`src/dda_pkg.sv`:
```
`timescale 1ns / 1ps
// ----------------------------------------------------------------------------
// dda_pkg
// Shared types and constants for the DDA line rasterizer.
// ----------------------------------------------------------------------------
package dda_pkg;

  localparam int COORD_BITS = 6;
  localparam int COLOR_BITS = 24;

  localparam logic [COLOR_BITS-1:0] COLOR_RED   = 24'hFF0000;
  localparam logic [COLOR_BITS-1:0] COLOR_BLACK = 24'h000000;

  typedef struct packed {
    logic [COORD_BITS-1:0] x_start;
    logic [COORD_BITS-1:0] y_start;
    logic [COORD_BITS-1:0] x_end;
    logic [COORD_BITS-1:0] y_end;
    logic                  erase;
  } in_word_t;

  typedef struct packed {
    logic [COORD_BITS-1:0] pixel_x;
    logic [COORD_BITS-1:0] pixel_y;
    logic [COLOR_BITS-1:0] color;
    logic                  last;
  } out_word_t;

  typedef enum logic [1:0] {
    ST_IDLE,
    ST_DIV,
    ST_RUN
  } state_t;

  typedef struct packed {
    logic load;
    logic div_step;
    logic pix_step;
  } dp_cmd_t;

  typedef struct packed {
    logic len_zero;
    logic last;
  } dp_sts_t;

endpackage

```
`src/dda_line_rasterizer_top.sv`:
```
`timescale 1ns / 1ps
// ----------------------------------------------------------------------------
// dda_line_rasterizer_top
// DDA line rasterizer: one request in, one pixel word out per step.
// ----------------------------------------------------------------------------
// One request is accepted in ST_IDLE, then both slopes are divided at once by a
// bit-serial division of COORD_BITS+FRAC_BITS quotient bits (22 at the defaults),
// then one pixel word is emitted per cycle while out_ready is high. A zero-length
// line emits no word. The next request is taken once the last pixel word has
// been accepted. The end point is not drawn.
module dda_line_rasterizer_top #(
  parameter int FRAC_BITS = 16
) (
  input  logic               clk,
  input  logic               rst_n,
  input  logic               in_valid,
  output logic               in_ready,
  input  dda_pkg::in_word_t  in_data,
  output logic               out_valid,
  input  logic               out_ready,
  output dda_pkg::out_word_t out_data
);
  import dda_pkg::*;

  dp_cmd_t cmd;
  dp_sts_t sts;

  dda_ctrl #(
    .DIV_STEPS(COORD_BITS + FRAC_BITS)
  ) u_ctrl (
    .clk      (clk),
    .rst_n    (rst_n),
    .in_valid (in_valid),
    .in_ready (in_ready),
    .out_valid(out_valid),
    .out_ready(out_ready),
    .cmd      (cmd),
    .sts      (sts)
  );

  dda_datapath #(
    .FRAC_BITS(FRAC_BITS)
  ) u_dp (
    .clk     (clk),
    .in_data (in_data),
    .cmd     (cmd),
    .sts     (sts),
    .out_data(out_data)
  );

endmodule

```
`src/dda_datapath.sv`:
```
`timescale 1ns / 1ps
// ----------------------------------------------------------------------------
// dda_datapath
// Line setup, two-lane restoring divider and fixed-point position stepper.
// ----------------------------------------------------------------------------
module dda_datapath #(
  parameter int FRAC_BITS = 16
) (
  input  logic               clk,
  input  dda_pkg::in_word_t  in_data,
  input  dda_pkg::dp_cmd_t   cmd,
  output dda_pkg::dp_sts_t   sts,
  output dda_pkg::out_word_t out_data
);
  import dda_pkg::*;

  localparam int QW = COORD_BITS + FRAC_BITS;      // divider dividend / quotient
  localparam int PW = COORD_BITS + 1 + FRAC_BITS;  // signed running position

  // lane 0 = x, lane 1 = y
  logic [COORD_BITS-1:0] start_c [2];
  logic [COORD_BITS-1:0] end_c   [2];
  logic signed [COORD_BITS:0] diff_c [2];
  logic [COORD_BITS-1:0] mag_c   [2];
  logic [COORD_BITS-1:0] len_c;

  logic [COORD_BITS-1:0] len_r, len_nxt;
  logic [COORD_BITS-1:0] left_r, left_nxt;
  logic                  erase_r, erase_nxt;
  logic                  neg_r [2];
  logic                  neg_nxt [2];
  logic [COORD_BITS-1:0] rem_r [2];
  logic [COORD_BITS-1:0] rem_nxt [2];
  logic [QW-1:0]         quo_r [2];
  logic [QW-1:0]         quo_nxt [2];
  logic signed [PW-1:0]  pos_r [2];
  logic signed [PW-1:0]  pos_nxt [2];

  logic [COORD_BITS:0]   trial [2];
  logic                  ge    [2];
  logic signed [PW-1:0]  inc   [2];
  logic [COORD_BITS:0]   diff_sub [2];

  assign start_c[0] = in_data.x_start;
  assign start_c[1] = in_data.y_start;
  assign end_c[0]   = in_data.x_end;
  assign end_c[1]   = in_data.y_end;

  always_comb begin
    for (int i = 0; i < 2; i++) begin
      diff_c[i] = $signed({1'b0, end_c[i]}) - $signed({1'b0, start_c[i]});
      diff_sub[i] = -diff_c[i];
      mag_c[i]  = diff_c[i][COORD_BITS] ? diff_sub[i][COORD_BITS-1:0]
                                        : diff_c[i][COORD_BITS-1:0];
    end
    len_c = (mag_c[0] > mag_c[1]) ? mag_c[0] : mag_c[1];
  end

  always_comb begin
    len_nxt   = len_r;
    left_nxt  = left_r;
    erase_nxt = erase_r;
    for (int i = 0; i < 2; i++) begin
      trial[i] = {rem_r[i], quo_r[i][QW-1]};
      ge[i]    = trial[i] >= {1'b0, len_r};
      inc[i]   = neg_r[i] ? -$signed({{(PW-QW){1'b0}}, quo_r[i]})
                          :  $signed({{(PW-QW){1'b0}}, quo_r[i]});
      neg_nxt[i] = neg_r[i];
      rem_nxt[i] = rem_r[i];
      quo_nxt[i] = quo_r[i];
      pos_nxt[i] = pos_r[i];
      if (cmd.load) begin
        neg_nxt[i] = diff_c[i][COORD_BITS];
        rem_nxt[i] = '0;
        quo_nxt[i] = {mag_c[i], {FRAC_BITS{1'b0}}};
        pos_nxt[i] = $signed({1'b0, start_c[i], {FRAC_BITS{1'b0}}});
      end else if (cmd.div_step) begin
        rem_nxt[i] = ge[i] ? COORD_BITS'(trial[i] - {1'b0, len_r})
                           : trial[i][COORD_BITS-1:0];
        quo_nxt[i] = {quo_r[i][QW-2:0], ge[i]};
      end else if (cmd.pix_step) begin
        pos_nxt[i] = pos_r[i] + inc[i];
      end
    end
    if (cmd.load) begin
      len_nxt   = len_c;
      left_nxt  = len_c;
      erase_nxt = in_data.erase;
    end else if (cmd.pix_step) begin
      left_nxt  = left_r - COORD_BITS'(1);
    end
  end

  always_ff @(posedge clk) begin
    len_r   <= len_nxt;
    left_r  <= left_nxt;
    erase_r <= erase_nxt;
    for (int i = 0; i < 2; i++) begin
      neg_r[i] <= neg_nxt[i];
      rem_r[i] <= rem_nxt[i];
      quo_r[i] <= quo_nxt[i];
      pos_r[i] <= pos_nxt[i];
    end
  end

  assign sts.len_zero = (len_r == '0);
  assign sts.last     = (left_r == COORD_BITS'(1));

  assign out_data.pixel_x = pos_r[0][FRAC_BITS+COORD_BITS-1:FRAC_BITS];
  assign out_data.pixel_y = pos_r[1][FRAC_BITS+COORD_BITS-1:FRAC_BITS];
  assign out_data.color   = erase_r ? COLOR_BLACK : COLOR_RED;
  assign out_data.last    = sts.last;

endmodule

```
`src/dda_ctrl.sv`:
```
`timescale 1ns / 1ps
// ----------------------------------------------------------------------------
// dda_ctrl
// Sequencer: accept request, run divider steps, emit pixels.
// ----------------------------------------------------------------------------
module dda_ctrl #(
  parameter int DIV_STEPS = 22
) (
  input  logic             clk,
  input  logic             rst_n,
  input  logic             in_valid,
  output logic             in_ready,
  output logic             out_valid,
  input  logic             out_ready,
  output dda_pkg::dp_cmd_t cmd,
  input  dda_pkg::dp_sts_t sts
);
  import dda_pkg::*;

  localparam int CW = $clog2(DIV_STEPS);

  state_t        state_r, state_nxt;
  logic [CW-1:0] cnt_r, cnt_nxt;

  always_ff @(posedge clk) begin
    if (!rst_n) begin
      state_r <= ST_IDLE;
      cnt_r   <= '0;
    end else begin
      state_r <= state_nxt;
      cnt_r   <= cnt_nxt;
    end
  end

  always_comb begin
    state_nxt = state_r;
    cnt_nxt   = cnt_r;
    cmd       = '0;
    in_ready  = 1'b0;
    out_valid = 1'b0;
    unique case (state_r)
      ST_IDLE: begin
        in_ready = 1'b1;
        if (in_valid) begin
          cmd.load  = 1'b1;
          cnt_nxt   = '0;
          state_nxt = ST_DIV;
        end
      end
      ST_DIV: begin
        if (sts.len_zero) begin
          state_nxt = ST_IDLE;
        end else begin
          cmd.div_step = 1'b1;
          cnt_nxt      = cnt_r + CW'(1);
          if (cnt_r == CW'(DIV_STEPS - 1)) begin
            state_nxt = ST_RUN;
          end
        end
      end
      ST_RUN: begin
        out_valid = 1'b1;
        if (out_ready) begin
          cmd.pix_step = 1'b1;
          if (sts.last) begin
            state_nxt = ST_IDLE;
          end
        end
      end
      default: state_nxt = ST_IDLE;
    endcase
  end

  a_accept_to_div: assert property (@(posedge clk) disable iff (!rst_n)
    in_valid && in_ready |=> state_r == ST_DIV)
    else $error("accepted request did not start division");

  a_no_overlap: assert property (@(posedge clk) disable iff (!rst_n)
    !(in_ready && out_valid))
    else $error("input taken while pixels pending");

  a_last_ends: assert property (@(posedge clk) disable iff (!rst_n)
    out_valid && out_ready && sts.last |=> state_r == ST_IDLE)
    else $error("line did not end after last pixel");

  a_div_bound: assert property (@(posedge clk) disable iff (!rst_n)
    state_r == ST_DIV && !sts.len_zero && cnt_r == CW'(DIV_STEPS - 1)
      |=> state_r == ST_RUN)
    else $error("divider did not hand over to pixel output");

endmodule

```
`config.mk`:
```
export PLATFORM = sky130hd
export DESIGN_NAME = dda_line_rasterizer_top
export DESIGN_NICKNAME = d
export VERILOG_FILES = /design/src/dda_pkg.sv /design/src/dda_line_rasterizer_top.sv /design/src/dda_datapath.sv /design/src/dda_ctrl.sv
export SDC_FILE = /design/constraint.sdc
export NUM_CORES = 1
export LEC_CHECK = 0
export BUFFER_PORTS_ARGS = -buffer_cell sky130_fd_sc_hd__clkbuf_2
export CORE_ASPECT_RATIO = 1.1
export CORE_UTILIZATION = 25
export CTS_BUF_LIST = sky130_fd_sc_hd__clkbuf_16
export DETAILED_ROUTE_END_ITERATION = 10
export PLACE_DENSITY = 0.39
export SLEW_MARGIN = 20
export SYNTH_ARGS = -nofsm -noshare
export SYNTH_HDL_FRONTEND = slang
export SYNTH_HIERARCHICAL = 1
export SYNTH_SLANG_ARGS = --single-unit
```
`constraint.sdc`:
```
create_clock -name clk -period 5.1 [get_ports clk]
set_input_delay 1.02 -clock clk [delete_from_list [all_inputs] [get_ports clk]]
set_output_delay 1.02 -clock clk [all_outputs]
set_load 0.01 [all_outputs]
```
# == Yosys cells after proc, flatten, opt, wreduce, memory -nomap -nowiden ==
# Memories as Yosys holds them, arrays and structs flattened.
# Cells that the tools add are included.
# word_totals
n_memories,4
regBits,20
word_cells,82
in_bits,29
ramBits,104
out_inout_bits,39
# mem_list
memory,depth,word_bits,rd,rd_ports_with_merged_regs,write_ports,line_no,source
u_dp.pos_r,2,23,2,0,2,dda_datapath.sv:36,logic signed [PW-1:0] pos_r [2];
u_dp.quo_r,2,22,2,0,2,dda_datapath.sv:34,logic [QW-1:0] quo_r [2];
u_dp.rem_r,2,6,2,0,2,dda_datapath.sv:32,logic [COORD_BITS-1:0] rem_r [2];
u_dp.neg_r,2,1,2,0,2,dda_datapath.sv:30,logic neg_r [2];
# op_classes
reduce_logical,6
n_lt_le_gt_ge,3
addsub,12
muxes,43
eq_ne,9
# ops
cell,n
23-bit two-way mux,8
22-bit two-way mux,4
6-bit two-way mux,11
23-bit adder,2
22-bit negation with 23-bit output,2
24-bit two-way mux,1
7-bit by 6-bit >= comparator with 1-bit output,2
6-bit by 6-bit subtractor with 7-bit output,2
6-bit negation,2
6-bit subtractor,2
1-bit two-way mux,10
2-bit two-way mux,5
5-bit two-way mux,2
5-bit case mux with 2 select lines,1
"2-bit inequality test, second input constant",4
"6-bit by 1-bit == test with 1-bit output, second input constant",1
6-bit > comparator,1
6-bit zero test,1
2-bit case mux with 3 select lines,1
"6-bit by 1-bit subtractor with 6-bit output, second input constant",1
"5-bit by 1-bit adder with 5-bit output, second input constant",1
"5-bit == test, second input constant",1
4-bit AND reduction,1
2-bit nonzero test,2
5 further kinds,5

# == Longest topological paths before layout ==
# logic_depth
ltp_word,6
mapped_depth,17

# == Cells and area by module ==
# Netlist, hierarchy kept.
# by_module_without_submodules
mod,n_inst,cells_per_inst,seq_area_each_um2,area_per_inst_um2
dda_datapath,1,1038,2692.6,8882.3
dda_ctrl,1,56,140.1,460.4

# == Least setup slack after synthesis ==
# OpenSTA, ideal clock, no wires.
# synth_path
kind,input port to flip-flop
startpoint,input in_data[1] (netlist bit)
endpoint,register u_dp.left_r[3] (data pin)
t_required_ns,4.840
t_arrival_ns,4.336
path_stages,14
path_slack_ns,0.504
path_buffers,0
cell_sequence,inv_1 > ha_1 > fa_1 > nor2b_1 > o311ai_0 > a21oi_1 > inv_1 > o21ai_0 > xor2_1 > ha_1 > a211o_1 > o21ai_1 > mux2_2 > mux2_2
# synth_rtl
item,line_no,source
start: declaration,dda_line_rasterizer_top.sv:18,"input dda_pkg::in_word_t in_data,"
end signal: assignment,dda_datapath.sv:96,left_r <= left_nxt;
end: declaration,dda_datapath.sv:28,"logic [COORD_BITS-1:0] left_r, left_nxt;"

# == Final worst setup path ==
# layout_path
startpoint,input in_data[7] (netlist bit)
endpoint,register u_dp.left_r[2] (data pin)
# layout_between
elab_chain_len,6
# layout_lines
item,line_no,source
6-bit by 6-bit subtractor with 7-bit output (*),dda_datapath.sv:51,"diff_c[i] = $signed({1'b0, end_c[i]}) - $signed({1'b0, start_c[i]});"
6-bit negation,dda_datapath.sv:52,diff_sub[i] = -diff_c[i];
6-bit two-way mux (*),dda_datapath.sv:53,mag_c[i] = diff_c[i][COORD_BITS] ? diff_sub[i][COORD_BITS-1:0]
6-bit > comparator,dda_datapath.sv:56,len_c = (mag_c[0] > mag_c[1]) ? mag_c[0] : mag_c[1];
6-bit two-way mux (*),dda_datapath.sv:56,
named net u_dp.len_c[2],dda_datapath.sv:25,logic [COORD_BITS-1:0] len_c;
6-bit two-way mux (*),dda_datapath.sv:85,if (cmd.load) begin
named net u_dp.left_nxt[2],dda_datapath.sv:28,
# The timed path passes the listed nets; every way through them passes the cells marked *.
# A chain may end at the register's enable or synchronous reset.

==> summary.txt <==
Post-synthesis instance area: 9340 um2
Post-DP HPWL: 20000 um
Status: finished clean
Min Tclk post-route: 4.25 ns
Remaining Overflow, GRT: 0
Design area: 10600 um2
Max-slew headroom: 0.466
H-tree levels: 4
VDD IR-drop max: 174 uV
CTS root buf: clkbuf_16
Clk buf depth: 2
Final wirelength: 26700 um
Antenna-violating nets left: 0
Final hold violation count: 0
DRT Pass-1 Iters: 5
Core area: 36400 um2
Clock transition at path regs: 0.06 ns
Multi-input gate area: 5910 um2
GR Layer Usage met2: 0.235
Seq/Total Area, Yosys: 0.303
Synthesized area per cell: 8.54 um2
Pwr/cell area: 395 nW/um2
Number of global-route vias before repair: 7435
Placed cell count: 1591
Hold Crit Class: flip-flop to flip-flop
DR DRC count: 0
Layout Area Growth over Synthesis: 13.7%
Crit Path Category: input port to flip-flop
GRT busiest layer: met2
Dpl cell area: 9990 um2
Leading cell type in the layout, fill and taps excluded: nand2_1
Startpoint types: input port
Commonest non-fill, non-tap cells in the layout: nand2_1 (104), nor2_1 (99), ha_1 (86)
TNS Setup: 0 ns
Final non-filler cell total: 1623
Total setup buffers inserted after CTS: 0
Library cells used by synthesis: 74
Core Rows: 73
Initial core utilization: 0.256
Total GRT Usage: 0.142
Crit-path max FO: 5
Layout cells sized above 1: 0.108
Number of diodes: 0
Clock Sinks: 122
Worst-skew pair later-pin latency: 0.43 ns
Count of buffers from port buffering: 51
Synthesis-stage register bit count: 122
Die H: 205 um
Via-per-instance ratio: 4.73
Max Cap Viol: 0
Post-synthesis cell count: 1094
Met1 Use GR: 0.190
Post-cts gate resize count: 0
# nets final: 1244
Static Leak: 4.48 nW
FF/Latch Area: 2830 um2
DR WL/cell: 16.5 um
Final Power: 0.00420 W
Top FF cell, synth: dfxtp_1
Top cell type by total area after synthesis: dfxtp_1
Main area contributors after synthesis: dfxtp_1 (18%), edfxtp_1 (13%), ha_1 (12%), xnor2_1 (6.4%), mux2i_1 (4.8%)
Worst EP required: 5.28 ns
Synth warnings: 6
CTS Buf Count: 17
Worst Skew: 0.0115 ns
F_max: 235 MHz
Final setup viols: 0
Routed vias: 7674
CTS tree: done
First-pass GRT wire length: 41900 um
Final GP Congestion: 0.778
Die X: 186 um
Worst-Margin Slew: 0.801 ns
Maximum number of pins on one net before global-route repair: 54
DR iter-0 viols: 344
CTS Hold Bufs: 0
RSZ-0062 raised after global routing: false
Fillers: 3896
Initial antenna violation count: 0
Max Transition Viols Final: 0
M3 GR Usage: 0.0236
Yosys top cell area share: 0.178
Pre-CTS setup slack: 0.373 ns
CP Capture Type: flip-flop
EDFF count, synth: 39
Asr flop ratio synth: 0
Setup ws final: 0.848 ns
Io pins: 68
Data arrival, critical path: 4.43 ns
Final Cycle Share: 0.834
Die area: 38100 um2
## cells by family (layout without fill, tap and decap cells)
kind of cell               count (synthesis)  in the layout  synth area share
other                                      1             16          0.000401
adders and majority gates                 92             92             0.128
muxes                                     52             52            0.0566
and+or+nand+nor                          318            318             0.161
AOI/OAI and AO/OA                        277            277             0.192
xor gates and xnor gates                  94             94            0.0889
DFF                                      122            122             0.303
buffers and inverters                    138            165            0.0703
## layer usage
metal	wire [um]	vias to the layer above
met2	12500	102
met3	724	17
met1	13300	3623
met5	0	-
li1	-	3932
met4	267	0
## power breakdown
part           internal, W  leakage, nW  switching (W)
Combinational     0.000708         3.10       0.000932
Sequential         0.00113         1.06       0.000103
Clock             0.000831        0.321       0.000492
## synth_stat cells (all sizes together) (4+ instances only)
master,instances
a211oi,19
a21boi,5
a21o,20
a21oi,74
a22o,5
a31oi,10
and2,6
and3,4
buf,42
clkbuf,32
dfxtp,83
edfxtp,39
fa,6
ha,86
inv,62
mux2,7
mux2i,45
nand2,104
nand2b,7
nand3,22
nand3b,5
nand4,7
nor2,99
nor2b,10
nor3,11
o211ai,4
o21a,7
o21ai,62
o21bai,6
o22ai,9
o31ai,15
o41ai,7
or2,8
or3,8
or4,13
xnor2,69
xor2,25
## final cells by class
| class | count | share of cell area |
|---|---|---|
| Inverter | 64 | 0.0227 |
| Clock inverter | 11 | 0.0102 |
| Sequential cell | 122 | 0.267 |
| Tap cell | 487 | 0.0574 |
| Timing Repair Buffer | 69 | 0.0368 |
| Multi-Input combinational cell | 849 | 0.557 |
| Clock buffer | 21 | 0.0495 |
## worst paths after layout
check | startpoint | endpoint | slack [ns] | cells past startpoint
setup / recovery | in_data[7] | u_dp/left_r[2] | 0.85 | 17
hold / removal | u_dp/rem_r[0][11] | u_dp/rem_r[0][11] | 0.45 | 2
setup reg to reg | u_dp/quo_r[0][22] | u_dp/pos_r[0][44] | 0.86 | 13
hold reg to reg | u_dp/rem_r[0][11] | u_dp/rem_r[0][11] | 0.45 | 2
## worst max-delay path, stage by stage
cell and delay [ns]:
clkbuf_2 0.08, inv_1 0.03, ha_1 0.21, fa_1 0.40
nor2b_1 0.16, o311ai_0 0.14, buf_4 0.17, a21oi_1 0.32
mux2i_1 0.29, inv_1 0.06, ha_1 0.28, nor2b_1 0.13
o21ai_0 0.15, a21oi_1 0.09, o21ai_1 0.25, mux2_2 0.39
mux2_2 0.26
## metrics by stage
step	utilization	hold slack, ns
finish	0.291	0.455
CTS	0.291	0.460
detailed placement	0.274	0.449
global placement	0.274	0.440
floorplan	-	0.432
global route	0.291	0.475
## flip-flops by register name, indices dropped and copies added, names as in the netlist
signal and flops:
u_ctrl/cnt_r 5, u_ctrl/state_r 2, u_dp/erase_r 1, u_dp/left_r 6
u_dp/len_r 6, u_dp/neg_r 2, u_dp/pos_r 44, u_dp/quo_r 44
u_dp/rem_r 12
(Power assumes the default switching activity.)
